[src/hw/rtl/aled_pkg.sv]
`timescale 1ns / 1ps

package aled_pkg;

    // encoded bytes per pixel: three channels, four bit pairs each
    localparam logic [3:0] BytesPerPixel  = 4'd12;
    localparam logic [3:0] LastColorByte  = 4'd11;

    // pixel queue between front and back, power of two deep
    localparam int QueueDepth = 2;
    localparam int QueuePtrW  = (QueueDepth > 1) ? $clog2(QueueDepth) : 1;
    localparam int QueueCntW  = $clog2(QueueDepth + 1);

    // register map, index = paddr[4:2]
    localparam int PaddrW = 5;
    typedef enum logic [2:0] {
        REG_CODE_00    = 3'd0,
        REG_CODE_01    = 3'd1,
        REG_CODE_10    = 3'd2,
        REG_CODE_11    = 3'd3,
        REG_TRAILER    = 3'd4,
        REG_BRIGHTNESS = 3'd5
    } t_reg_idx;

    // register reset values
    localparam logic [7:0] RstCode00     = 8'h88;
    localparam logic [7:0] RstCode01     = 8'h8E;
    localparam logic [7:0] RstCode10     = 8'hE8;
    localparam logic [7:0] RstCode11     = 8'hEE;
    localparam logic [7:0] RstTrailer    = 8'hFE;
    localparam logic [8:0] RstBrightness = 9'd256;

    // configuration seen by the datapath
    typedef struct packed {
        logic [3:0][7:0] code_pair;
        logic [7:0]      trailer_code;
        logic [8:0]      brightness_scale;
    } t_cfg;

    // one classified pixel waiting for serialization
    typedef struct packed {
        logic [23:0] color;
        logic [7:0]  idx;
        logic        last;
    } t_pix;

    // (ch * scale) >> 8, saturated to 255
    function automatic logic [7:0] scale_channel(input logic [7:0] ch,
                                                 input logic [8:0] scale);
        logic [16:0] prod;
        prod = {9'd0, ch} * {8'd0, scale};
        return prod[16] ? 8'hFF : prod[15:8];
    endfunction

endpackage

[src/hw/rtl/aled_front.sv]
`timescale 1ns / 1ps

module aled_front #(
    parameter int MAX_PIXELS = 256
) (
    input  logic                i_clk,
    input  logic                i_rst_n,
    input  logic                i_pixel_valid,
    output logic                o_pixel_stall,
    input  logic [23:0]         i_pixel_color,
    input  logic                i_last_pixel,
    input  logic [8:0]          i_brightness_scale,
    output logic                o_push,
    output aled_pkg::t_pix      o_push_pix,
    input  logic                i_queue_full
);
    import aled_pkg::*;

    // last position before the 8-bit counter wraps
    localparam int WrapInt = (MAX_PIXELS - 1 > 255) ? 255 : MAX_PIXELS - 1;
    localparam logic [7:0] WrapPoint = WrapInt[7:0];

    logic       r_valid;
    t_pix       r_pix;
    logic [7:0] r_pos;
    logic [7:0] n_pos;
    t_pix       n_pix;
    logic       w_accept;

    assign o_pixel_stall = r_valid && i_queue_full;
    assign w_accept      = i_pixel_valid && !o_pixel_stall;
    assign o_push        = r_valid && !i_queue_full;
    assign o_push_pix    = r_pix;

    // scale channels and tag with position
    always_comb begin
        n_pix.color = {scale_channel(i_pixel_color[23:16], i_brightness_scale),
                       scale_channel(i_pixel_color[15:8],  i_brightness_scale),
                       scale_channel(i_pixel_color[7:0],   i_brightness_scale)};
        n_pix.idx   = r_pos;
        n_pix.last  = i_last_pixel;
        if (i_last_pixel || (r_pos >= WrapPoint)) begin
            n_pos = 8'd0;
        end else begin
            n_pos = r_pos + 8'd1;
        end
    end

    // pixel counter and staging register
    always_ff @(posedge i_clk) begin
        if (!i_rst_n) begin
            r_valid <= 1'b0;
            r_pos   <= 8'd0;
        end else if (w_accept) begin
            r_valid <= 1'b1;
            r_pos   <= n_pos;
        end else if (o_push) begin
            r_valid <= 1'b0;
        end
    end

    always_ff @(posedge i_clk) begin
        if (w_accept) begin
            r_pix <= n_pix;
        end
    end

endmodule

[src/hw/rtl/aled_queue.sv]
`timescale 1ns / 1ps

module aled_queue (
    input  logic           i_clk,
    input  logic           i_rst_n,
    input  logic           i_push,
    input  aled_pkg::t_pix i_push_pix,
    output logic           o_full,
    input  logic           i_pop,
    output logic           o_valid,
    output aled_pkg::t_pix o_pop_pix
);
    import aled_pkg::*;

    t_pix                 r_mem [QueueDepth];
    logic [QueuePtrW-1:0] r_wr_ptr;
    logic [QueuePtrW-1:0] r_rd_ptr;
    logic [QueueCntW-1:0] r_count;

    localparam logic [QueueCntW-1:0] FullCount = QueueCntW'(QueueDepth);

    assign o_full    = (r_count == FullCount);
    assign o_valid   = (r_count != '0);
    assign o_pop_pix = r_mem[r_rd_ptr];

    // pointers and fill count
    always_ff @(posedge i_clk) begin
        if (!i_rst_n) begin
            r_wr_ptr <= '0;
            r_rd_ptr <= '0;
            r_count  <= '0;
        end else begin
            if (i_push) begin
                r_wr_ptr <= r_wr_ptr + 1'b1;
            end
            if (i_pop) begin
                r_rd_ptr <= r_rd_ptr + 1'b1;
            end
            if (i_push && !i_pop) begin
                r_count <= r_count + 1'b1;
            end else if (!i_push && i_pop) begin
                r_count <= r_count - 1'b1;
            end
        end
    end

    // entry storage
    always_ff @(posedge i_clk) begin
        if (i_push) begin
            r_mem[r_wr_ptr] <= i_push_pix;
        end
    end

endmodule

[src/hw/rtl/aled_back.sv]
`timescale 1ns / 1ps

module aled_back (
    input  logic           i_clk,
    input  logic           i_rst_n,
    input  aled_pkg::t_cfg i_cfg,
    input  logic           i_queue_valid,
    input  aled_pkg::t_pix i_queue_pix,
    output logic           o_pop,
    output logic           o_byte_valid,
    input  logic           i_byte_stall,
    output logic [7:0]     o_spi_byte,
    output logic [7:0]     o_pixel_index,
    output logic           o_run_end
);
    import aled_pkg::*;

    logic        r_busy;
    logic [23:0] r_word;
    logic [3:0]  r_cnt;
    logic [7:0]  r_idx;
    logic        r_last;
    logic        r_out_valid;
    logic [7:0]  r_out_byte;
    logic [7:0]  r_out_idx;
    logic        r_out_end;

    logic        w_adv;
    logic        w_emit;
    logic        w_is_trailer;
    logic        w_end;
    logic        w_fin;
    logic [7:0]  w_byte;

    // byte selection and completion
    always_comb begin
        w_adv        = !r_out_valid || !i_byte_stall;
        w_emit       = r_busy && w_adv;
        w_is_trailer = (r_cnt == BytesPerPixel);
        w_end        = w_is_trailer || ((r_cnt == LastColorByte) && !r_last);
        w_fin        = w_emit && w_end;
        w_byte       = w_is_trailer ? i_cfg.trailer_code : i_cfg.code_pair[r_word[1:0]];
        o_pop        = i_queue_valid && (!r_busy || w_fin);
    end

    // serializer state, next pixel loads as the current one finishes
    always_ff @(posedge i_clk) begin
        if (!i_rst_n) begin
            r_busy <= 1'b0;
        end else if (o_pop) begin
            r_busy <= 1'b1;
        end else if (w_fin) begin
            r_busy <= 1'b0;
        end
    end

    always_ff @(posedge i_clk) begin
        if (o_pop) begin
            r_word <= i_queue_pix.color;
            r_idx  <= i_queue_pix.idx;
            r_last <= i_queue_pix.last;
            r_cnt  <= 4'd0;
        end else if (w_emit) begin
            r_word <= {2'b00, r_word[23:2]};
            r_cnt  <= r_cnt + 4'd1;
        end
    end

    // output register
    always_ff @(posedge i_clk) begin
        if (!i_rst_n) begin
            r_out_valid <= 1'b0;
        end else if (w_adv) begin
            r_out_valid <= w_emit;
        end
    end

    always_ff @(posedge i_clk) begin
        if (w_emit) begin
            r_out_byte <= w_byte;
            r_out_idx  <= r_idx;
            r_out_end  <= w_end;
        end
    end

    assign o_byte_valid  = r_out_valid;
    assign o_spi_byte    = r_out_byte;
    assign o_pixel_index = r_out_idx;
    assign o_run_end     = r_out_end;

endmodule

[src/hw/rtl/addressable_led_spi_encoder.sv]
// A pixel passes the front staging register, the pixel queue, the serializer and the output register.
// The output register gives one byte per cycle while i_byte_stall is low; a pixel is 12 bytes,
// 13 when it is the last of a frame (trailer byte).
// A two-entry pixel queue lets the front take pixels while the serializer is busy.
// Reset (synchronous, active low) empties the pipeline, clears the pixel counter and
// restores the register defaults.
`timescale 1ns / 1ps

module addressable_led_spi_encoder #(
    parameter int MAX_PIXELS = 256
) (
    input  logic        i_clk,
    input  logic        i_rst_n,
    input  logic        psel,
    input  logic        penable,
    input  logic        pwrite,
    input  logic [4:0]  paddr,
    input  logic [31:0] pwdata,
    output logic [31:0] prdata,
    output logic        pready,
    input  logic        i_pixel_valid,
    output logic        o_pixel_stall,
    input  logic [23:0] i_pixel_color,
    input  logic        i_last_pixel,
    output logic        o_byte_valid,
    input  logic        i_byte_stall,
    output logic [7:0]  o_spi_byte,
    output logic [7:0]  o_pixel_index,
    output logic        o_run_end
);
    import aled_pkg::*;

    t_cfg     r_cfg;
    t_reg_idx w_reg;
    logic     w_wr;
    logic     w_push;
    t_pix     w_push_pix;
    logic     w_full;
    logic     w_pop;
    logic     w_q_valid;
    t_pix     w_q_pix;

    assign pready = 1'b1;
    assign w_reg  = t_reg_idx'(paddr[PaddrW-1:2]);
    assign w_wr   = psel && penable && pwrite && pready;

    // register writes
    always_ff @(posedge i_clk) begin
        if (!i_rst_n) begin
            r_cfg.code_pair[0]     <= RstCode00;
            r_cfg.code_pair[1]     <= RstCode01;
            r_cfg.code_pair[2]     <= RstCode10;
            r_cfg.code_pair[3]     <= RstCode11;
            r_cfg.trailer_code     <= RstTrailer;
            r_cfg.brightness_scale <= RstBrightness;
        end else if (w_wr) begin
            unique case (w_reg)
                REG_CODE_00:    r_cfg.code_pair[0]     <= pwdata[7:0];
                REG_CODE_01:    r_cfg.code_pair[1]     <= pwdata[7:0];
                REG_CODE_10:    r_cfg.code_pair[2]     <= pwdata[7:0];
                REG_CODE_11:    r_cfg.code_pair[3]     <= pwdata[7:0];
                REG_TRAILER:    r_cfg.trailer_code     <= pwdata[7:0];
                REG_BRIGHTNESS: r_cfg.brightness_scale <= pwdata[8:0];
                default: begin
                end
            endcase
        end
    end

    // register readback
    always_comb begin
        unique case (w_reg)
            REG_CODE_00:    prdata = {24'd0, r_cfg.code_pair[0]};
            REG_CODE_01:    prdata = {24'd0, r_cfg.code_pair[1]};
            REG_CODE_10:    prdata = {24'd0, r_cfg.code_pair[2]};
            REG_CODE_11:    prdata = {24'd0, r_cfg.code_pair[3]};
            REG_TRAILER:    prdata = {24'd0, r_cfg.trailer_code};
            REG_BRIGHTNESS: prdata = {23'd0, r_cfg.brightness_scale};
            default:        prdata = 32'd0;
        endcase
    end

    // scaling and position tagging
    aled_front #(
        .MAX_PIXELS(MAX_PIXELS)
    ) u_front (
        .i_clk             (i_clk),
        .i_rst_n           (i_rst_n),
        .i_pixel_valid     (i_pixel_valid),
        .o_pixel_stall     (o_pixel_stall),
        .i_pixel_color     (i_pixel_color),
        .i_last_pixel      (i_last_pixel),
        .i_brightness_scale(r_cfg.brightness_scale),
        .o_push            (w_push),
        .o_push_pix        (w_push_pix),
        .i_queue_full      (w_full)
    );

    // pixel queue
    aled_queue u_queue (
        .i_clk     (i_clk),
        .i_rst_n   (i_rst_n),
        .i_push    (w_push),
        .i_push_pix(w_push_pix),
        .o_full    (w_full),
        .i_pop     (w_pop),
        .o_valid   (w_q_valid),
        .o_pop_pix (w_q_pix)
    );

    // byte serializer
    aled_back u_back (
        .i_clk        (i_clk),
        .i_rst_n      (i_rst_n),
        .i_cfg        (r_cfg),
        .i_queue_valid(w_q_valid),
        .i_queue_pix  (w_q_pix),
        .o_pop        (w_pop),
        .o_byte_valid (o_byte_valid),
        .i_byte_stall (i_byte_stall),
        .o_spi_byte   (o_spi_byte),
        .o_pixel_index(o_pixel_index),
        .o_run_end    (o_run_end)
    );

endmodule
[config.mk]
export PLATFORM = sky130hd
export DESIGN_NAME = addressable_led_spi_encoder
export DESIGN_NICKNAME = d
export VERILOG_FILES = /design/src/hw/rtl/aled_pkg.sv /design/src/hw/rtl/aled_front.sv /design/src/hw/rtl/aled_queue.sv /design/src/hw/rtl/aled_back.sv /design/src/hw/rtl/addressable_led_spi_encoder.sv
export SDC_FILE = /design/constraint.sdc
export NUM_CORES = 1
export LEC_CHECK = 0
export ABC_AREA = 1
export ABC_CLOCK_PERIOD_IN_PS = 14000
export BUFFER_PORTS_ARGS = -buffer_cell sky130_fd_sc_hd__buf_2
export CAP_MARGIN = 10
export CORE_UTILIZATION = 52
export DETAILED_ROUTE_END_ITERATION = 10
export PLACE_DENSITY_LB_ADDON = 0.08
export SLEW_MARGIN = 0
export SYNTH_ARGS = -nofsm -noshare
export SYNTH_HDL_FRONTEND = slang
export SYNTH_SLANG_ARGS = --single-unit
[constraint.sdc]
create_clock -name i_clk -period 14 [get_ports i_clk]
set_clock_uncertainty 0.15 [all_clocks]
set_input_delay 2.1 -clock i_clk [delete_from_list [all_inputs] [get_ports i_clk]]
set_output_delay 2.1 -clock i_clk [all_outputs]
set_load 0.005 [all_outputs]
# Yosys cells after proc, flatten, opt, wreduce, memory -nomap -nowiden
# Memory sizes are Yosys's and may differ from the RTL's. A register that Yosys moved wholly into a read port is not among the register bits.
# Cells that the tools add are included.
# W data, S select, Z words.
[totals] word_cells=97 output_inout_bits=52 ramBits=66 input_bits=69 n_memories=1 register_bits=151
[op_classes] n_eq_ne=8 reduce_logical=35 add_sub_neg=6 magnitude_cmp=2 mul=3 n_mux=17
[mem_list] name="u_queue.r_mem" words=2 width=33 read_ports=1 rd_ports_with_merged_regs=1 write_ports=1 line="aled_queue.sv:15" source="t_pix r_mem [QueueDepth];"
[ops] operator="$pmux W9 S6" count=1
[ops] operator="$mul A8 B9 Y17" count=3
[ops] operator="$mux W24" count=2
[ops] operator="$mux W8" count=3
[ops] operator="$bmux W8 S2" count=1
[ops] operator="$reduce_and A2 Y1" count=6
[ops] operator="$logic_and A1 B1 Y1" count=11
[ops] operator="$reduce_bool A2 Y1" count=5
[ops] operator="$add A8 B1 Y8 const B" count=1
[ops] operator="$eq A4 B4 Y1 const B" count=2
[ops] operator="$ge A8 B8 Y1 const B" count=1
[ops] operator="$logic_not A1 Y1" count=8
[ops] operator="$mux W1" count=8
[ops] operator="$eq A3 B2 Y1 const B" count=2
[ops] operator="$eq A3 B3 Y1 const B" count=2
[ops] operator="$add A4 B1 Y4 const B" count=1
[ops] operator="$logic_or A1 B1 Y1" count=4
[ops] operator="$mux W2" count=2
[ops] operator="$eq A3 B1 Y1 const B" count=1
[ops] operator="$logic_not A3 Y1" count=1
[ops] operator="$lt A2 B3 Y1 const B" count=1
[ops] operator="$add A1 B1 Y1 const B" count=2
[ops] operator="$add A2 B1 Y2 const B" count=1
[ops] operator="$eq A2 B2 Y1 const B" count=1
[ops] operator="$sub A2 B1 Y2 const B" count=1

# Longest topological paths before layout
[logic_depth] word_depth=9 depth_mapped=22 ltp_nobuf=20

# Hierarchy
# From an unflattened synthesis, not the netlist that was laid out.
[hier_totals] hier_cells=2040 area_unflattened_um2=16859.9
[modules_own_cells] mod="aled_front" n_inst=1 area_each_um2=8982.4 cells_per_inst=1260 seq_area_each_um2=1171.1
[modules_own_cells] mod="aled_queue" n_inst=1 area_each_um2=2765.2 cells_per_inst=138 seq_area_each_um2=2082.0
[modules_own_cells] mod="addressable_led_spi_encoder" n_inst=1 area_each_um2=2640.0 cells_per_inst=403 seq_area_each_um2=980.9
[modules_own_cells] mod="aled_back" n_inst=1 area_each_um2=2472.4 cells_per_inst=239 seq_area_each_um2=1621.6

# Worst setup path after synthesis
# OpenSTA, ideal clock, no wires.
[synth_path] path_type="input port to flip-flop" startpoint="in i_pixel_color[22]" endpoint="reg u_front.r_pix, in the netlist u_front.o_push_pix[28], data pin" arrival_time_ps=5603 t_required_ps=13588 setup_ps=262 slack_ps=7985 path_stages=18 cell_sequence="clkbuf_1 -> nand2_1 -> inv_1 -> fa_1 -> fa_1 -> fa_1 -> inv_1 -> fa_1 -> inv_1 -> ha_1 -> nand2_1 -> inv_1 -> nand2_1 -> nand2_1 -> a21oi_1 -> nand3_1 -> nand2_2 -> nand3_1"
[synth_between] elab_chain_len=1
[synth_rtl] item="start, declared" line="addressable_led_spi_encoder.sv:23" source="input logic [23:0] i_pixel_color,"
[synth_rtl] item="$mul A8 B9 Y17" line="aled_pkg.sv:51" source="prod = {9'd0, ch} * {8'd0, scale};"
[synth_rtl] item="end signal, assigned" line="aled_front.sv:64" source="r_pix <= n_pix;"
[synth_rtl] item="end, declared" line="aled_front.sv:24" source="t_pix r_pix;"
# No other way between the ends.
# A chain may end at the register's enable or synchronous reset.

# Final worst setup path
[layout_path] startpoint="in i_pixel_color[23]" endpoint="reg u_front.r_pix, in the netlist u_front.o_push_pix[27], data pin"
# Same word-level chain as after synthesis.

==> reports/results.ini <==
[clock_network]
htreeDepth=1
post_cts_buffers=0
cts_sinks=218
numCtsBuffers=21
cts_hold_buf=0
clk_latency_ns=0.49
cts-resized-gates=0
cts_tree=yes
root_buffer=clkbuf_16
cts.reportedPaths.clkPinSlew_ns=0.06
clockBufferDepth=3

[finish]
fill_cells=2832
layout-drive-gt1-share_pct=8.283
syn_to_final_growth_pct=7.561
final_nets=2276
antenna_cells=0
fin_util_pct=56.91

[route]
wirelength_um=33940
postRouteAntennaNets=0
vias_per_cell=5.010
routedWlPerCell_um=14.21
vias=11960
drc_errors=0
first_iter_violations=678
dr.pass1.iters=5

[place]
dp_hpwl_um=25050
place_congestion=0.8785
port-buffer-count=71

[global_routing]
grt_pass1_vias=11640
overflow=0
grt_max_degree=50
antenna_found_initial=0
grt_pass1_wl_um=57140
grt_use_total_pct=22.44

[worst_hold_path]
hold_class=register to register
hp-start=u_back.r_idx[5]

[power]
powerDensity_nw_per_um2=107.2
power.total_uw=1867
max-vdd-ir-drop_v=0.00008610
power.static_leakage_uw=0.009542

[logic_synthesis]
synth_edf_count=149
ys_types=45
synth_cells=1945
synth_warnings=0
postSynth.topFlopCell=edfxtp_1
synth_seq_cells=218
avgSynthCellArea_um2=8.321
syn_area_um2=16180
ys_async_sr_fraction_pct=0
yosysSeqAreaShare_pct=36.18

[sta]
final.setup.tns_ns=0
hold_viol=0
max_freq_mhz=173.6
whs_ns=0.2717
finalCritPeriodShare_pct=41.14
timing.slew.headroom_pct=34.64
setup_viol=0
tightest_slew_ns=0.9793
drv_slew=0
min_period_ns=5.759
grt_setup_unrepaired=no

[floorplan]
io_pins=121
rows=64
dieArea_um2=31830
core_um2=30590
initial_utilization_pct=52.91
dieHeight_um=178.4
die_w_um=178.4

[critical_path]
timing.rr.start=r_cfg[1]
setup.worst_path.start=i_pixel_color[23]
crit_type=input port to register
cp_max_fo=9
r2r_slack_ns=9.23
cp.arrival_ns=5.83
crit_required_ns=14.07
cp-start-kind=input port
cp-end-kind=register

[status]
outcome=complete, no violations

[flow_run]
drv_cap=0

==> worst max-delay path: stages <==
cell and delay, ns:
buf_2 0.17, nand2_1 0.08, inv_1 0.06, fa_1 0.50
fa_1 0.52, fa_1 0.54, inv_1 0.05, fa_1 0.53
inv_1 0.04, ha_1 0.36, nand2_1 0.12, inv_1 0.07
nand2_1 0.07, nand2_1 0.07, a21oi_1 0.17, nand3_1 0.10
nand2_2 0.15, nand3_1 0.12
==> report_power, final <==
group / internal (µW) / switching [µW]
Clock: 330 / 228
Combinational: 132 / 273
Sequential: 850 / 53.1
Total: 1310 / 555
==> cell usage in the layout, fill, tap and decap left out, types with 4 or more instances in the layout <==
master and instances:
a21oi_1 74, clkinv_2 6, o31ai_2 10, clkinv_1 4, nand2_1 459, dfxtp_1 69
a21o_1 6, inv_2 6, nor2_1 144, conb_1 24, edfxtp_1 149, xnor2_1 7
nor2_2 4, fa_1 123, buf_2 71, inv_1 430, ha_1 106, a22oi_1 9
nor3_1 4, o31ai_1 12, nand2_2 16, clkbuf_16 21, xor2_1 6, buf_4 15
o21ai_0 103, nand3_1 76
==> registers in the layout (all words and copies together) (netlist names), named ones only <==
| name | flops |
|---|---|
| u_back.r_busy | 1 |
| u_queue.r_mem | 66 |
| u_back.o_spi_byte | 8 |
| u_back.o_byte_valid | 1 |
| u_back.o_pixel_index | 8 |
| u_back.r_idx | 8 |
| u_back.r_last | 1 |
| u_back.o_run_end | 1 |
| u_back.r_cnt | 4 |
| r_cfg | 49 |
| u_back.r_word | 24 |
| u_front.r_pos | 8 |
| u_front.o_push_pix | 33 |
| u_queue.r_wr_ptr | 1 |
| u_queue.r_count | 2 |
| u_front.r_valid | 1 |
| u_queue.r_rd_ptr | 1 |
==> through the flow <==
stage	cells	setup WS [ns]	cell area (µm²)
after floorplan	1967	7.985	16270
after global placement	2351	7.747	16730
after detailed placement	2351	7.718	16730
after CTS	2388	8.217	17410
after global routing	2388	7.991	17410
final	2388	8.241	17410
==> synth_stat cells (all sizes together), types with 9 or more instances <==
cell	n	area, µm²
a21oi	74	370.4
a22oi	9	67.56
buf	37	275.3
clkbuf	61	231.5
dfxtp	69	1381
edfxtp	149	4474
fa	123	2462
ha	106	1326
inv	436	1637
nand2	476	1834
nand3	78	400.4
nor2	150	591.8
o21ai	105	529.3
o31ai	22	215.2
==> cells by family (layout without fill, tap and decap cells) <==
group | after synthesis | count (layout) | synth area share, %
DFF | 218 | 218 | 36.18
and+or+nand+nor | 723 | 723 | 18.38
xor gates and xnor gates | 13 | 13 | 0.7035
buffers and inverters | 535 | 560 | 13.27
other | 2 | 24 | 0.04640
AOI/OAI and AO/OA | 225 | 225 | 8.009
adders and majority gates | 229 | 229 | 23.41
==> area by class of cell <==
type | instances | area (µm²) | area share, %
tap | 396 | 495.5 | 2.846
inverter | 437 | 1640 | 9.423
sequential | 218 | 5856 | 33.64
timing repair buffer | 86 | 467.9 | 2.688
multi-input combinational | 1214 | 8273 | 47.52
clock inverter | 13 | 138.9 | 0.7978
clock buffer | 24 | 536.8 | 3.083
==> final timing paths <==
check / end / cells after the start
worst min-delay path: u_back.o_pixel_index[5] / 0
worst min register to register: u_back.o_pixel_index[5] / 0
worst max register to register: u_front.o_push_pix[27] / 16
worst max-delay path: u_front.o_push_pix[27] / 18
==> per-layer routing <==
| layer | vias up | GRT usage (%) | wire length [µm] |
|---|---|---|---|
| met5 | - | 0 | 0 |
| met4 | 0 | 3.213 | 227 |
| met3 | 16 | 2.089 | 1326 |
| met2 | 245 | 38.57 | 16280 |
| met1 | 5695 | 31.33 | 16100 |
| li1 | 6008 | - | - |
No activity file was read; power rests on OpenSTA's default activity.
